==> src/design/cfb_pkg.sv <==
// ----------------------------------------------------------------------------
// cfb_pkg: shared types, codes and checksum helpers for the frame builder
// Holds the register file layout, the queue entry layout, register index and
// checksum kind codes, and the per-byte checksum update.
// ----------------------------------------------------------------------------
package cfb_pkg;

  // Length field arithmetic width (8..32) and edge byte limit (1..8)
  localparam int LENGTH_BITS    = 16;
  localparam int MAX_EDGE_BYTES = 8;

  localparam logic [31:0] LEN_MASK =
    (LENGTH_BITS >= 32) ? 32'hFFFF_FFFF : 32'((64'd1 << LENGTH_BITS) - 64'd1);

  // Item queue between front and back; depth is a power of two
  localparam int QDEPTH = 4;
  localparam int QPTR_W = $clog2(QDEPTH);
  localparam int QCNT_W = $clog2(QDEPTH + 1);

  localparam int CFG_INDEX_W = 8;

  // Register indexes
  localparam logic [CFG_INDEX_W-1:0] REG_HEADER_BYTES  = 8'd0;
  localparam logic [CFG_INDEX_W-1:0] REG_HEADER_COUNT  = 8'd1;
  localparam logic [CFG_INDEX_W-1:0] REG_TAIL_BYTES    = 8'd2;
  localparam logic [CFG_INDEX_W-1:0] REG_TAIL_COUNT    = 8'd3;
  localparam logic [CFG_INDEX_W-1:0] REG_LENGTH_BYTES  = 8'd4;
  localparam logic [CFG_INDEX_W-1:0] REG_FIELD_OPTIONS = 8'd5;
  localparam logic [CFG_INDEX_W-1:0] REG_FUNCTION_CODE = 8'd6;
  localparam logic [CFG_INDEX_W-1:0] REG_CHECKSUM_KIND = 8'd7;

  // Checksum kinds
  localparam logic [2:0] CK_NONE  = 3'd0;
  localparam logic [2:0] CK_XOR   = 3'd1;
  localparam logic [2:0] CK_CRC8  = 3'd2;
  localparam logic [2:0] CK_CRC16 = 3'd3;
  localparam logic [2:0] CK_CRC32 = 3'd4;
  localparam logic [2:0] CK_SUM8  = 3'd5;
  localparam logic [2:0] CK_SUM16 = 3'd6;

  localparam logic [7:0]  CRC8_POLY  = 8'h07;
  localparam logic [15:0] CRC16_POLY = 16'hA001;
  localparam logic [31:0] CRC32_POLY = 32'hEDB88320;
  localparam logic [15:0] CRC16_INIT = 16'hFFFF;
  localparam logic [31:0] CRC32_INIT = 32'hFFFF_FFFF;

  typedef struct packed {
    logic [63:0] header_bytes;
    logic [3:0]  header_count;
    logic [63:0] tail_bytes;
    logic [3:0]  tail_count;
    logic [2:0]  length_bytes;
    logic [3:0]  field_options;
    logic [7:0]  function_code;
    logic [2:0]  checksum_kind;
  } cfg_t;

  // One classified input request
  typedef struct packed {
    logic [7:0]  data;
    logic [15:0] plen;
    logic        start;     // first request of a frame
    logic        fin;       // frame closes with this request
    logic        has_data;  // request carries a payload byte
  } entry_t;

  function automatic logic [3:0] edge_count(logic [3:0] c);
    logic [3:0] r;
    r = (c > 4'(MAX_EDGE_BYTES)) ? 4'(MAX_EDGE_BYTES) : c;
    return r;
  endfunction

  function automatic logic [31:0] chk_init(logic [2:0] kind);
    logic [31:0] r;
    case (kind)
      CK_CRC16: r = {16'h0, CRC16_INIT};
      CK_CRC32: r = CRC32_INIT;
      default:  r = 32'h0;
    endcase
    return r;
  endfunction

  function automatic logic [31:0] chk_update(logic [2:0] kind, logic [31:0] acc,
                                             logic [7:0] b);
    logic [31:0] a;
    a = acc;
    case (kind)
      CK_XOR: a = {24'h0, a[7:0] ^ b};
      CK_CRC8: begin
        a = {24'h0, a[7:0] ^ b};
        for (int i = 0; i < 8; i++) begin
          a[7:0] = a[7] ? ({a[6:0], 1'b0} ^ CRC8_POLY) : {a[6:0], 1'b0};
        end
      end
      CK_CRC16: begin
        a = {16'h0, a[15:0] ^ {8'h0, b}};
        for (int i = 0; i < 8; i++) begin
          a[15:0] = a[0] ? ({1'b0, a[15:1]} ^ CRC16_POLY) : {1'b0, a[15:1]};
        end
      end
      CK_CRC32: begin
        a = a ^ {24'h0, b};
        for (int i = 0; i < 8; i++) begin
          a = a[0] ? ({1'b0, a[31:1]} ^ CRC32_POLY) : {1'b0, a[31:1]};
        end
      end
      CK_SUM8:  a = {24'h0, a[7:0] + b};
      CK_SUM16: a = {16'h0, a[15:0] + {8'h0, b}};
      default:  a = acc;
    endcase
    return a;
  endfunction

endpackage

==> src/design/cfb_front.sv <==
// ----------------------------------------------------------------------------
// cfb_front: input acceptance and frame classification
// Tracks frame boundaries from payload lengths and tags each request as
// frame start, frame end and payload carrier before queuing it.
// ----------------------------------------------------------------------------
module cfb_front (
  input  logic            clk,
  input  logic            rst,
  input  logic            s_axis_tvalid,
  output logic            s_axis_tready,
  input  logic [23:0]     s_axis_tdata,   // [7:0] data_byte, [23:8] payload_length
  input  logic            q_full,
  output logic            q_push,
  output cfb_pkg::entry_t q_entry
);
  import cfb_pkg::*;

  logic        open;
  logic [15:0] rem;
  logic [15:0] plen;

  assign plen          = s_axis_tdata[23:8];
  assign s_axis_tready = !q_full;
  assign q_push        = s_axis_tvalid && !q_full;

  always_comb begin
    q_entry.data  = s_axis_tdata[7:0];
    q_entry.plen  = plen;
    q_entry.start = !open;
    if (open) begin
      q_entry.has_data = 1'b1;
      q_entry.fin      = (rem == 16'd1);
    end else begin
      q_entry.has_data = (plen != 16'd0);
      q_entry.fin      = (plen <= 16'd1);
    end
  end

  always_ff @(posedge clk) begin
    if (rst) begin
      open <= 1'b0;
      rem  <= 16'd0;
    end else if (q_push) begin
      if (open) begin
        rem <= rem - 16'd1;
        if (rem == 16'd1) open <= 1'b0;
      end else if (plen > 16'd1) begin
        open <= 1'b1;
        rem  <= plen - 16'd1;
      end
    end
  end

endmodule

==> src/design/cfb_queue.sv <==
// ----------------------------------------------------------------------------
// cfb_queue: short request queue between front and back
// Register FIFO; the head entry stays visible until the back pops it.
// ----------------------------------------------------------------------------
module cfb_queue (
  input  logic            clk,
  input  logic            rst,
  input  logic            push,
  input  cfb_pkg::entry_t push_entry,
  output logic            full,
  input  logic            pop,
  output logic            head_valid,
  output cfb_pkg::entry_t head
);
  import cfb_pkg::*;

  entry_t            mem [QDEPTH];
  logic [QPTR_W-1:0] wr_ptr;
  logic [QPTR_W-1:0] rd_ptr;
  logic [QCNT_W-1:0] count;

  assign full       = (count == QCNT_W'(QDEPTH));
  assign head_valid = (count != '0);
  assign head       = mem[rd_ptr];

  always_ff @(posedge clk) begin
    if (push) mem[wr_ptr] <= push_entry;
  end

  always_ff @(posedge clk) begin
    if (rst) begin
      wr_ptr <= '0;
      rd_ptr <= '0;
      count  <= '0;
    end else begin
      if (push) wr_ptr <= wr_ptr + QPTR_W'(1);
      if (pop)  rd_ptr <= rd_ptr + QPTR_W'(1);
      case ({push, pop})
        2'b10:   count <= count + QCNT_W'(1);
        2'b01:   count <= count - QCNT_W'(1);
        default: count <= count;
      endcase
    end
  end

`ifndef SYNTHESIS
  a_no_overflow: assert property (@(posedge clk) disable iff (rst)
    count <= QCNT_W'(QDEPTH))
    else $error("queue count beyond depth");
  a_pop_nonempty: assert property (@(posedge clk) disable iff (rst)
    pop |-> head_valid)
    else $error("pop from empty queue");
  a_push_not_full: assert property (@(posedge clk) disable iff (rst)
    push |-> !full)
    else $error("push into full queue");
`endif

endmodule

==> src/design/cfb_back.sv <==
// ----------------------------------------------------------------------------
// cfb_back: frame sequencer, checksum and output register
// Walks header, length, sequence, code, payload, checksum and tail phases
// for the head request, one byte per cycle while the output is not stalled.
// ----------------------------------------------------------------------------
module cfb_back (
  input  logic            clk,
  input  logic            rst,
  input  cfb_pkg::cfg_t   cfg,
  input  logic            q_valid,
  input  cfb_pkg::entry_t q_head,
  output logic            q_pop,
  output logic            m_axis_tvalid,
  input  logic            m_axis_tready,
  output logic [7:0]      m_axis_tdata,   // [7:0] out_byte
  output logic            m_axis_tlast,   // frame_end
  output logic            m_axis_tuser    // [0] last
);
  import cfb_pkg::*;

  typedef enum logic [2:0] {
    PH_HDR, PH_LEN, PH_SEQ, PH_FC, PH_DATA, PH_CHK, PH_TAIL, PH_DONE
  } phase_t;

  function automatic phase_t next_from(logic [6:0] en, logic [2:0] p);
    phase_t r;
    r = PH_DONE;
    for (int i = 6; i >= 0; i--) begin
      if (en[i] && (3'(i) >= p)) r = phase_t'(3'(i));
    end
    return r;
  endfunction

  logic        started;
  phase_t      phase_r;
  logic [2:0]  idx_r;
  logic [31:0] acc;
  logic [15:0] seq;

  logic [3:0]  hc, tc, n;
  logic [2:0]  lb, chkn;
  logic [1:0]  sq, lsel, csel;
  logic        fcn, out_free, can_emit, skip, last_in_phase, item_last, checked;
  logic [6:0]  en;
  phase_t      first_phase, cur_phase, np;
  logic [2:0]  cur_idx;
  logic [31:0] len_sum, len_word, acc_base, crc_out;
  logic [7:0]  byte_out;

  always_comb begin
    hc   = edge_count(cfg.header_count);
    tc   = edge_count(cfg.tail_count);
    lb   = (cfg.length_bytes <= 3'd4) ? cfg.length_bytes : 3'd0;
    sq   = (cfg.field_options[2:1] == 2'd3) ? 2'd0 : cfg.field_options[2:1];
    fcn  = cfg.field_options[3];
    case (cfg.checksum_kind)
      CK_XOR, CK_CRC8, CK_SUM8: chkn = 3'd1;
      CK_CRC16, CK_SUM16:       chkn = 3'd2;
      CK_CRC32:                 chkn = 3'd4;
      default:                  chkn = 3'd0;
    endcase

    en[PH_HDR]  = q_head.start && (hc != 4'd0);
    en[PH_LEN]  = q_head.start && (lb != 3'd0);
    en[PH_SEQ]  = q_head.start && (sq != 2'd0);
    en[PH_FC]   = q_head.start && fcn;
    en[PH_DATA] = q_head.has_data;
    en[PH_CHK]  = q_head.fin && (chkn != 3'd0);
    en[PH_TAIL] = q_head.fin && (tc != 4'd0);

    first_phase = next_from(en, 3'd0);
    cur_phase   = started ? phase_r : first_phase;
    cur_idx     = started ? idx_r : 3'd0;

    case (cur_phase)
      PH_HDR:  n = hc;
      PH_LEN:  n = {1'b0, lb};
      PH_SEQ:  n = {2'b0, sq};
      PH_FC:   n = 4'd1;
      PH_DATA: n = 4'd1;
      PH_CHK:  n = {1'b0, chkn};
      PH_TAIL: n = tc;
      default: n = 4'd0;
    endcase

    out_free      = !m_axis_tvalid || m_axis_tready;
    can_emit      = q_valid && (cur_phase != PH_DONE) && out_free;
    skip          = q_valid && !started && (first_phase == PH_DONE);
    last_in_phase = ({1'b0, cur_idx} == (n - 4'd1));
    np            = last_in_phase ? next_from(en, 3'(cur_phase) + 3'd1) : cur_phase;
    item_last     = last_in_phase && (np == PH_DONE);
    q_pop         = skip || (can_emit && item_last);

    // Length value, wrapped to LENGTH_BITS
    len_sum  = 32'(q_head.plen) + 32'(sq) + 32'(fcn)
             + (cfg.field_options[0] ? (32'(hc) + 32'(lb)) : 32'd0);
    len_word = len_sum & LEN_MASK;
    lsel     = lb[1:0] - 2'd1 - cur_idx[1:0];

    // Restart the accumulator on the first byte of a frame
    acc_base = (!started && q_head.start) ? chk_init(cfg.checksum_kind) : acc;
    crc_out  = ~acc_base;
    csel     = 2'd3 - cur_idx[1:0];

    checked = 1'b0;
    case (cur_phase)
      PH_HDR:  byte_out = cfg.header_bytes[{cur_idx, 3'b000} +: 8];
      PH_LEN: begin
        checked  = 1'b1;
        byte_out = (lb == 3'd3) ? 8'h00 : len_word[{lsel, 3'b000} +: 8];
      end
      PH_SEQ: begin
        checked  = 1'b1;
        byte_out = (sq == 2'd2 && cur_idx == 3'd0) ? seq[15:8] : seq[7:0];
      end
      PH_FC: begin
        checked  = 1'b1;
        byte_out = cfg.function_code;
      end
      PH_DATA: begin
        checked  = 1'b1;
        byte_out = q_head.data;
      end
      PH_CHK: begin
        case (cfg.checksum_kind)
          CK_CRC32:           byte_out = crc_out[{csel, 3'b000} +: 8];
          CK_CRC16, CK_SUM16: byte_out = (cur_idx == 3'd0) ? acc_base[15:8]
                                                           : acc_base[7:0];
          default:            byte_out = acc_base[7:0];
        endcase
      end
      PH_TAIL: byte_out = cfg.tail_bytes[{cur_idx, 3'b000} +: 8];
      default: byte_out = 8'h00;
    endcase
  end

  always_ff @(posedge clk) begin
    if (rst) begin
      started       <= 1'b0;
      phase_r       <= PH_HDR;
      idx_r         <= 3'd0;
      acc           <= 32'h0;
      seq           <= 16'h0;
      m_axis_tvalid <= 1'b0;
    end else begin
      if (can_emit) begin
        acc <= checked ? chk_update(cfg.checksum_kind, acc_base, byte_out) : acc_base;
        if (cur_phase == PH_SEQ && last_in_phase) seq <= seq + 16'd1;
        if (item_last) begin
          started <= 1'b0;
        end else begin
          started <= 1'b1;
          phase_r <= np;
          idx_r   <= last_in_phase ? 3'd0 : cur_idx + 3'd1;
        end
      end
      if (out_free) m_axis_tvalid <= can_emit;
    end
  end

  always_ff @(posedge clk) begin
    if (can_emit) begin
      m_axis_tdata <= byte_out;
      m_axis_tlast <= item_last && q_head.fin;
      m_axis_tuser <= item_last;
    end
  end

`ifndef SYNTHESIS
  a_end_is_last: assert property (@(posedge clk) disable iff (rst)
    (m_axis_tvalid && m_axis_tlast) |-> m_axis_tuser)
    else $error("frame end not on the last byte of a request");
  a_started_has_head: assert property (@(posedge clk) disable iff (rst)
    started |-> q_valid)
    else $error("sequencer running without a queued request");
  a_emit_updates_out: assert property (@(posedge clk) disable iff (rst)
    can_emit |=> m_axis_tvalid)
    else $error("emitted byte not presented");
`endif

endmodule

==> src/design/configurable_frame_builder.sv <==
// ----------------------------------------------------------------------------
// configurable_frame_builder: serial frame builder with selectable checksum
// Wraps payload bytes in header, length, sequence, function code, checksum
// and tail, per a small register file.
// ----------------------------------------------------------------------------
//
//  Channel   Dir   Handshake                      Payload
//  s_axis    in    s_axis_tvalid/s_axis_tready    data_byte, payload_length
//  m_axis    out   m_axis_tvalid/m_axis_tready    out_byte, frame_end, last
//  cfg       in    cfg_valid/cfg_ready            cfg_index, cfg_data
//
//  Output: one byte per cycle while the receiver accepts and requests wait.
//  A frame's first request gives header, length, sequence, code and payload
//  bytes, later requests their payload byte, the closing one adds checksum
//  and tail bytes. A request that yields no bytes is popped without output.
//  The sequencer's one-byte-per-cycle output register sets this rate.
//  Stalls: a four-entry request queue lets input run ahead of output.
//  Reset clears frame tracking, sequence counter, checksum and registers.
//
module configurable_frame_builder (
  input  logic                            clk,
  input  logic                            rst,
  input  logic                            s_axis_tvalid,
  output logic                            s_axis_tready,
  input  logic [23:0]                     s_axis_tdata,  // [7:0] data_byte,
                                                         // [23:8] payload_length
  output logic                            m_axis_tvalid,
  input  logic                            m_axis_tready,
  output logic [7:0]                      m_axis_tdata,  // [7:0] out_byte
  output logic                            m_axis_tlast,  // frame_end
  output logic                            m_axis_tuser,  // [0] last
  input  logic                            cfg_valid,
  output logic                            cfg_ready,
  input  logic [cfb_pkg::CFG_INDEX_W-1:0] cfg_index,
  input  logic [63:0]                     cfg_data
);
  import cfb_pkg::*;

  cfg_t   cfg;
  entry_t q_entry, q_head;
  logic   q_push, q_full, q_pop, q_valid;

  // Register writes are always taken; unknown indexes drop
  assign cfg_ready = 1'b1;

  always_ff @(posedge clk) begin
    if (rst) begin
      cfg <= '0;
    end else if (cfg_valid) begin
      case (cfg_index)
        REG_HEADER_BYTES:  cfg.header_bytes  <= cfg_data;
        REG_HEADER_COUNT:  cfg.header_count  <= cfg_data[3:0];
        REG_TAIL_BYTES:    cfg.tail_bytes    <= cfg_data;
        REG_TAIL_COUNT:    cfg.tail_count    <= cfg_data[3:0];
        REG_LENGTH_BYTES:  cfg.length_bytes  <= cfg_data[2:0];
        REG_FIELD_OPTIONS: cfg.field_options <= cfg_data[3:0];
        REG_FUNCTION_CODE: cfg.function_code <= cfg_data[7:0];
        REG_CHECKSUM_KIND: cfg.checksum_kind <= cfg_data[2:0];
        default: ;
      endcase
    end
  end

  // Front end: accept requests and tag frame start and end
  cfb_front u_front (
    .clk           (clk),
    .rst           (rst),
    .s_axis_tvalid (s_axis_tvalid),
    .s_axis_tready (s_axis_tready),
    .s_axis_tdata  (s_axis_tdata),
    .q_full        (q_full),
    .q_push        (q_push),
    .q_entry       (q_entry)
  );

  // Hold tagged requests until the sequencer is free
  cfb_queue u_queue (
    .clk        (clk),
    .rst        (rst),
    .push       (q_push),
    .push_entry (q_entry),
    .full       (q_full),
    .pop        (q_pop),
    .head_valid (q_valid),
    .head       (q_head)
  );

  // Back end: emit frame bytes and advance the checksum
  cfb_back u_back (
    .clk           (clk),
    .rst           (rst),
    .cfg           (cfg),
    .q_valid       (q_valid),
    .q_head        (q_head),
    .q_pop         (q_pop),
    .m_axis_tvalid (m_axis_tvalid),
    .m_axis_tready (m_axis_tready),
    .m_axis_tdata  (m_axis_tdata),
    .m_axis_tlast  (m_axis_tlast),
    .m_axis_tuser  (m_axis_tuser)
  );

endmodule

==> config.mk <==
export PLATFORM = sky130hd
export DESIGN_NAME = configurable_frame_builder
export DESIGN_NICKNAME = d
export VERILOG_FILES = /design/src/design/cfb_pkg.sv /design/src/design/cfb_front.sv /design/src/design/cfb_queue.sv /design/src/design/cfb_back.sv /design/src/design/configurable_frame_builder.sv
export SDC_FILE = /design/constraint.sdc
export NUM_CORES = 1
export LEC_CHECK = 0
export ABC_AREA = 1
export BUFFER_PORTS_ARGS = -buffer_cell sky130_fd_sc_hd__buf_4
export CORE_MARGIN = 2
export CORE_UTILIZATION = 50
export DETAILED_ROUTE_END_ITERATION = 6
export PLACE_DENSITY_LB_ADDON = 0.3
export SLEW_MARGIN = 20
export SYNTH_ARGS = -nofsm -noshare
export SYNTH_HDL_FRONTEND = slang
export SYNTH_SLANG_ARGS = --single-unit
==> constraint.sdc <==
create_clock -name clk -period 6.4 [get_ports clk]
set_input_delay 1.28 -clock clk [delete_from_list [all_inputs] [get_ports clk]]
set_output_delay 1.28 -clock clk [all_outputs]
set_load 0.005 [all_outputs]
# Yosys cells after proc, flatten, opt, wreduce, memory -nomap -nowiden
# Memory sizes are Yosys's and may differ from the RTL's. A register that Yosys moved wholly into a read port is not among the register bits.
# Cells that the tools add are included.
# word_totals
memories	1
ram_bits	108
wordCells	245
ff_bits	244
inputBits	101
# mem_list
name	words	word_bits	rd	rd_clocked_by_memory_dff	write_ports	line_no	source
u_queue.mem	4	27	1	1	1	cfb_queue.sv:17	entry_t mem [QDEPTH];
# op_classes
add_sub_neg	19
eq_ne	30
shifts	4
magnitude_cmp	12
n_reduce_logical	57
mux	71
n_bitwise	29
# ops
operator	n
two-way mux 32 bit	10
one-hot mux 32 bit (6 select lines)	1
two-way mux 16 bit	11
indexed part select 64 x 7 -> 8 bit	2
inverter 13 -> 14 bit	8
one-hot mux 32 bit (2 select lines)	1
indexed part select 32 x 6 -> 8 bit	2
two-way mux 3 bit	21
one-hot mux 8 bit (7 select lines)	1
== test 8 x 3 -> 1 bit, second input constant	4
inverter 32 bit	1
subtractor 16 x 1 -> 16 bit, second input constant	2
bitwise XOR 32 x 8 -> 32 bit	1
== test 3 bit, second input constant	9
logical AND 1 bit	24
two-way mux 8 bit	3
inverter 2 -> 3 bit	8
inverter 3 bit	8
one-hot mux 4 bit (6 select lines)	1
AND reduction 2 bit	11
adder 16 x 1 -> 16 bit	1
adder 16 x 1 -> 16 bit, second input constant	1
adder 16 bit	1
adder 16 x 2 -> 16 bit	1
46 further kinds	89

# Longest topological paths before layout
# logic_depth
depth_word	33
mapped_depth	46
mapped_depth_nobuf	45

# Hierarchy
# Synthesis repeated with hierarchy kept, for this count alone.
# unflattened
cells_unflattened	2921
area_unflattened_um2	21294.2
# by_module_without_submodules
mod	cells_each	seq_area_each_um2	n_inst	area_per_inst_um2
cfb_back	1359	1421.4	1	8381.8
configurable_frame_builder	933	3083.0	1	6502.5
cfb_queue	319	3423.3	1	4496.8
cfb_front	310	340.3	1	1913.1

# Worst setup path before layout
# Ideal clock, no wire load.
# synth_timing
kind	register -> register
startpoint	reg with a tool-made name
endpoint	reg u_back.acc[15]
t_required_ps	6268
arrival_ps	6222
setup_time_ps	132
period_less_slack_ps	6354
slack_ps	46
stages_incl_launch_ff	44
path_cell_list	dfxtp_1 -> inv_2 -> buf_2 -> buf_1 -> clkbuf_1 -> clkbuf_1 -> nand2_1 -> a32o_1 -> fa_1 -> fa_1 -> nor2_1 -> nor2_1 -> o21bai_1 -> nand2_1 -> nand2_1 -> a21oi_1 -> nor2_1 -> inv_1 -> [8 not listed] -> ha_1 -> clkbuf_1 -> a21oi_1 -> a21boi_0 -> inv_1 -> nand2_1 -> nand2_1 -> nand2_1 -> nand2_1 -> nand3_1 -> nor2_1 -> nand3_1 -> nor2_1 -> nand2_1 -> nand3_1 -> o2111ai_1 -> o211ai_1 -> a21oi_1
# synth_lines
item	line_no	source
to (signal assigned)	cfb_back.sv:147	acc <= checked ? chk_update(cfg.checksum_kind, acc_base, byte_out) : acc_base;
to (decl)	cfb_back.sv:37	logic [31:0] acc;

# Worst setup path after layout
# layout_timing
startpoint	reg, netlist name cfg[86]
endpoint	reg u_back.acc[15]
# layout_lines
item	line_no	source
greater-than comparator 4 bit	cfb_pkg.sv:69	r = (c > 4'(MAX_EDGE_BYTES)) ? 4'(MAX_EDGE_BYTES) : c;
two-way mux 4 bit (*)	cfb_pkg.sv:69	
adder 4 x 3 -> 5 bit or nonzero test 4 bit (tied branches)	cfb_back.sv:96, cfb_back.sv:63	
two-way mux 16 bit or logical AND 1 bit (tied branches)	cfb_back.sv:96, cfb_back.sv:63	
adder 16 bit or two-way mux 3 bit (tied branches)	cfb_back.sv:96, cfb_back.sv:29	
indexed part select 32 x 6 -> 8 bit or two-way mux 3 bit (tied branches)	cfb_back.sv:110, cfb_back.sv:72	
two-way mux 8 bit, or another cell as far along	cfb_back.sv:110	byte_out = (lb == 3'd3) ? 8'h00 : len_word[{lsel, 3'b000} +: 8];
one-hot mux 8 bit (7 select lines) (*)	cfb_back.sv:106	case (cur_phase)
named net u_back.byte_out[4]	cfb_back.sv:48	logic [7:0] byte_out;
bitwise XOR 16 x 8 -> 16 bit	cfb_pkg.sv:96	a = {16'h0, a[15:0] ^ {8'h0, b}};
two-way mux 16 bit (3 in series)	cfb_pkg.sv:98	a[15:0] = a[0] ? ({1'b0, a[15:1]} ^ CRC16_POLY) : {1'b0, a[15:1]};
inverter 2 -> 3 bit (no source line)	--	
two-way mux 16 bit (5 in series)	cfb_pkg.sv:98	
one-hot mux 32 bit (6 select lines) (*)	cfb_pkg.sv:87	case (kind)
two-way mux 32 bit (*)	cfb_back.sv:147	
# The timed path passes the listed nets; every way through them passes the cells marked *.
# A chain may end at the register's enable or synchronous reset.

==> metrics.txt <==
Vias about 19k; RR Startpoint cfg[86]; io pins 114; pin count of the biggest net entering global routing between 100 and 150; drt wl/cell ~19 microns; async set-reset flop share out of synthesis 0%; CP max-delay cell fa_1; initial antenna violation count 1; WHS Endpoint u_back.phase_r[0]; leakage approximately 10 nW; Nets 2952; most frequent cells in the layout nand2_1, nor2_1, o21ai_0; pwr/cell area 285 nW/um^2; worst-path fanout max 3; Ant. Diodes 0; Tot GR Track Use 29.9%; Die Height about 200 microns; Clock Latency Late Sink 570 ps; crit share post-route 99.0%; Starting Density 50.6%; final core occ around 61%; number of flops mapped to enable cells by yosys about 120; DRT Wirelength slightly above 60000 microns; Clock Sinks 354; commonest non-fill, non-tap cell in the layout nand2_1; clock-pin slew on the worst setup and hold paths 60 ps; Fin Clk Skew roughly 21 ps; worst slew pin tran between 1000 and 1500 ps; Final Power 6.66 mW; first-pass GRT wire length 97200 microns; # setup viols final 0; most used cell along the critical path nand2_2; Worst Min Path Start u_back.phase_r[0]; reg-to-reg setup timing slack approximately 67 ps; # fillers roughly 3.6k; Critical Path RT 6890 ps; syn_nets approximately 2.8k; CTS tree done; crit path DAT about 6800 ps; Max-Cap Viols 0; Top FF cell, synth dfxtp_1; Area Growth Syn to Fin 19.6%; Max stage delay on crit path 530 ps; row cnt a little over 70; crit end category flip-flop; final slew viol count 0; Vias per Instance 5.68; root buf cell clkbuf_16; RSZ-0062 raised after global routing yes; Core Area approximately 39000 sq um; CP Class reg -> reg; R2R depth 43; Syn. warnings 0; synthesized area a little under 20000 sq um; Gate Count Post-Synth about 2.7k; Yosys cell types 55; min cycle time layout between 6000 and 7000 ps; post-synthesis sequential area ratio a little over two fifths; grt total ovfl 0; Hold Path Class reg -> reg; H-tree levels 2; IO Port Bufs 112; routability cong. between 0.9 and 1; Post-DP HPWL 43100 microns; Initial DRT Pass Iterations 5; drc violations 0; drt initial violations between 1.5k and 2k; Setup crit start kind flip-flop; peak supply drop 0.314 mV; Synth Area per Inst between 7 and 8 sq um; Clock Tree Buf Depth 3; synthesis-stage register bit count 354; die area 40600 sq um; Setup WS post-layout 66.6 ps; R2R Path End u_back.acc[15]; hold path depth 2; Routed Antenna Nets 0; status complete, no violations; dpl ws -54.3 ps; die width approximately 200 microns; vias in the first global route 17.9k; share of post-route cells with drive strength above 1 between 10% and 20%; relative slew slack 28.1%; f_max 158 MHz; clock buffer count from CTS 39; Final Hold Viols 0
final cells by class:
| type | count | area, sq um | share of cell area [%] |
|---|---|---|---|
| multi-input combinational | 1902 | 10200 | 43.9 |
| sequential | 354 | 8270 | 35.5 |
| timing repair buffer | 240 | 1920 | 8.21 |
| clock buffer | 51 | 1070 | 4.59 |
| inverter | 258 | 972 | 4.17 |
| tap | 518 | 648 | 2.78 |
| clock inverter | 20 | 205 | 0.879 |
report_power, final:
group / internal [mW] / switching [mW] / leakage [nW]
logic: 0.780 / 1.14 / 6.10
clock network: 1.31 / 0.952 / 0.613
registers: 2.43 / 0.0408 / 3.00
worst max path at each step:
| stage | start | to | slack, ps | cells after the start |
|---|---|---|---|---|
| after floorplan | flip-flop | u_back.acc[15] | 50 | 43 |
| after global placement | cfg[86] | u_back.acc[15] | 140 | 43 |
| after detailed placement | cfg[86] | u_back.acc[14] | -50 | 43 |
| after CTS | cfg[86] | u_back.acc[14] | 7 | 44 |
| after global routing | cfg[86] | u_back.acc[15] | -360 | 43 |
| final | cfg[86] | u_back.acc[15] | 70 | 43 |
logic make-up (layout without fill, tap and decap cells):
family          after synthesis  count (layout)  share of synthesized area, %
simple gates               1099            1099                          23.1
compound gates              665             665                          19.3
buf+inv                     397             569                          7.74
flops                       354             354                          42.4
xor+xnor                     81              81                          3.63
fa+ha+maj                    56              56                          3.82
other cells                   1               1                        0.0192
cell usage after synthesis, types with 2 or more instances:
library cell,n,area [sq um]
inv_1,245,920
o22ai_1,20,125
nand3_1,131,656
a32oi_1,10,87.6
o211ai_1,35,263
a32o_1,11,110
nand3_2,4,40.0
nor3_1,25,125
or2_2,5,31.3
nor2_2,2,12.5
a31oi_1,13,81.3
edfxtp_1,118,3540
a211oi_1,5,37.5
a21oi_1,166,831
o2111ai_1,8,70.1
o31ai_1,3,22.5
a21boi_0,3,22.5
xor2_1,58,508
nor4_1,9,56.3
o21bai_1,2,15.0
xnor2_1,23,201
a221oi_1,2,17.5
dfxtp_1,236,4720
o221ai_1,19,166
nor2_1,440,1650
buf_1,10,37.5
fa_1,6,120
ha_1,50,626
buf_2,8,40.0
nand4_1,19,119
o311ai_0,2,17.5
clkbuf_1,119,447
o21a_1,5,37.5
nand2_1,446,1670
nand2_2,9,56.3
o21ai_0,335,1680
clkinv_1,4,15.0
o21ai_2,2,17.5
inv_2,9,33.8
nor2_4,6,67.6
o21ai_1,16,80.1
stage by stage:
| stage | std cells | hold slack (ps) | cell area [sq um] | setup TNS, ps |
|---|---|---|---|---|
| floorplan | 2653 | 422 | 19500 | 0 |
| global placement | 3252 | 437 | 21400 | 0 |
| detailed placement | 3252 | 449 | 21400 | -130 |
| CTS | 3323 | 459 | 22700 | 0 |
| global route | 3343 | 475 | 23300 | -2740 |
| finish | 3343 | 455 | 23300 | 0 |
critical path, delay by kind of cell (launching register included):
family	cells	cell delay [ps]
DFF	1	370
AOI/OAI and AO/OA	10	1420
adders and majority gates	5	1870
xor gates and xnor gates	1	160
and+or+nand+nor	23	2060
buffers and inverters	4	350
per-layer routing:
layer,share of wire [%],global-route usage [%],vias to the layer above
met4,3.1,10.6,2
met2,47,49.7,758
met1,42,39.7,8947
met3,7.3,4.73,141
li1,-,-,9149
met5,0.021,0,-
what timing repair did:
action,in CTS,in global routing
setup buffers,0,20
hold buffers,0,0
pin swaps,0,53
endpoints found under the setup margin,3,31
resized for setup,1,115
sequential cells by signal (all words and copies together), names as in the netlist, 2 cells and up, named ones only:
name / cells
u_front.rem: 16
u_back.m_axis_tdata: 8
u_back.phase_r: 3
u_queue.mem: 108
u_queue.count: 3
u_back.seq: 16
u_back.acc: 32
cfg: 154
u_queue.wr_ptr: 2
u_back.idx_r: 3
u_queue.rd_ptr: 2
No activity file was read; power rests on OpenSTA's default activity.
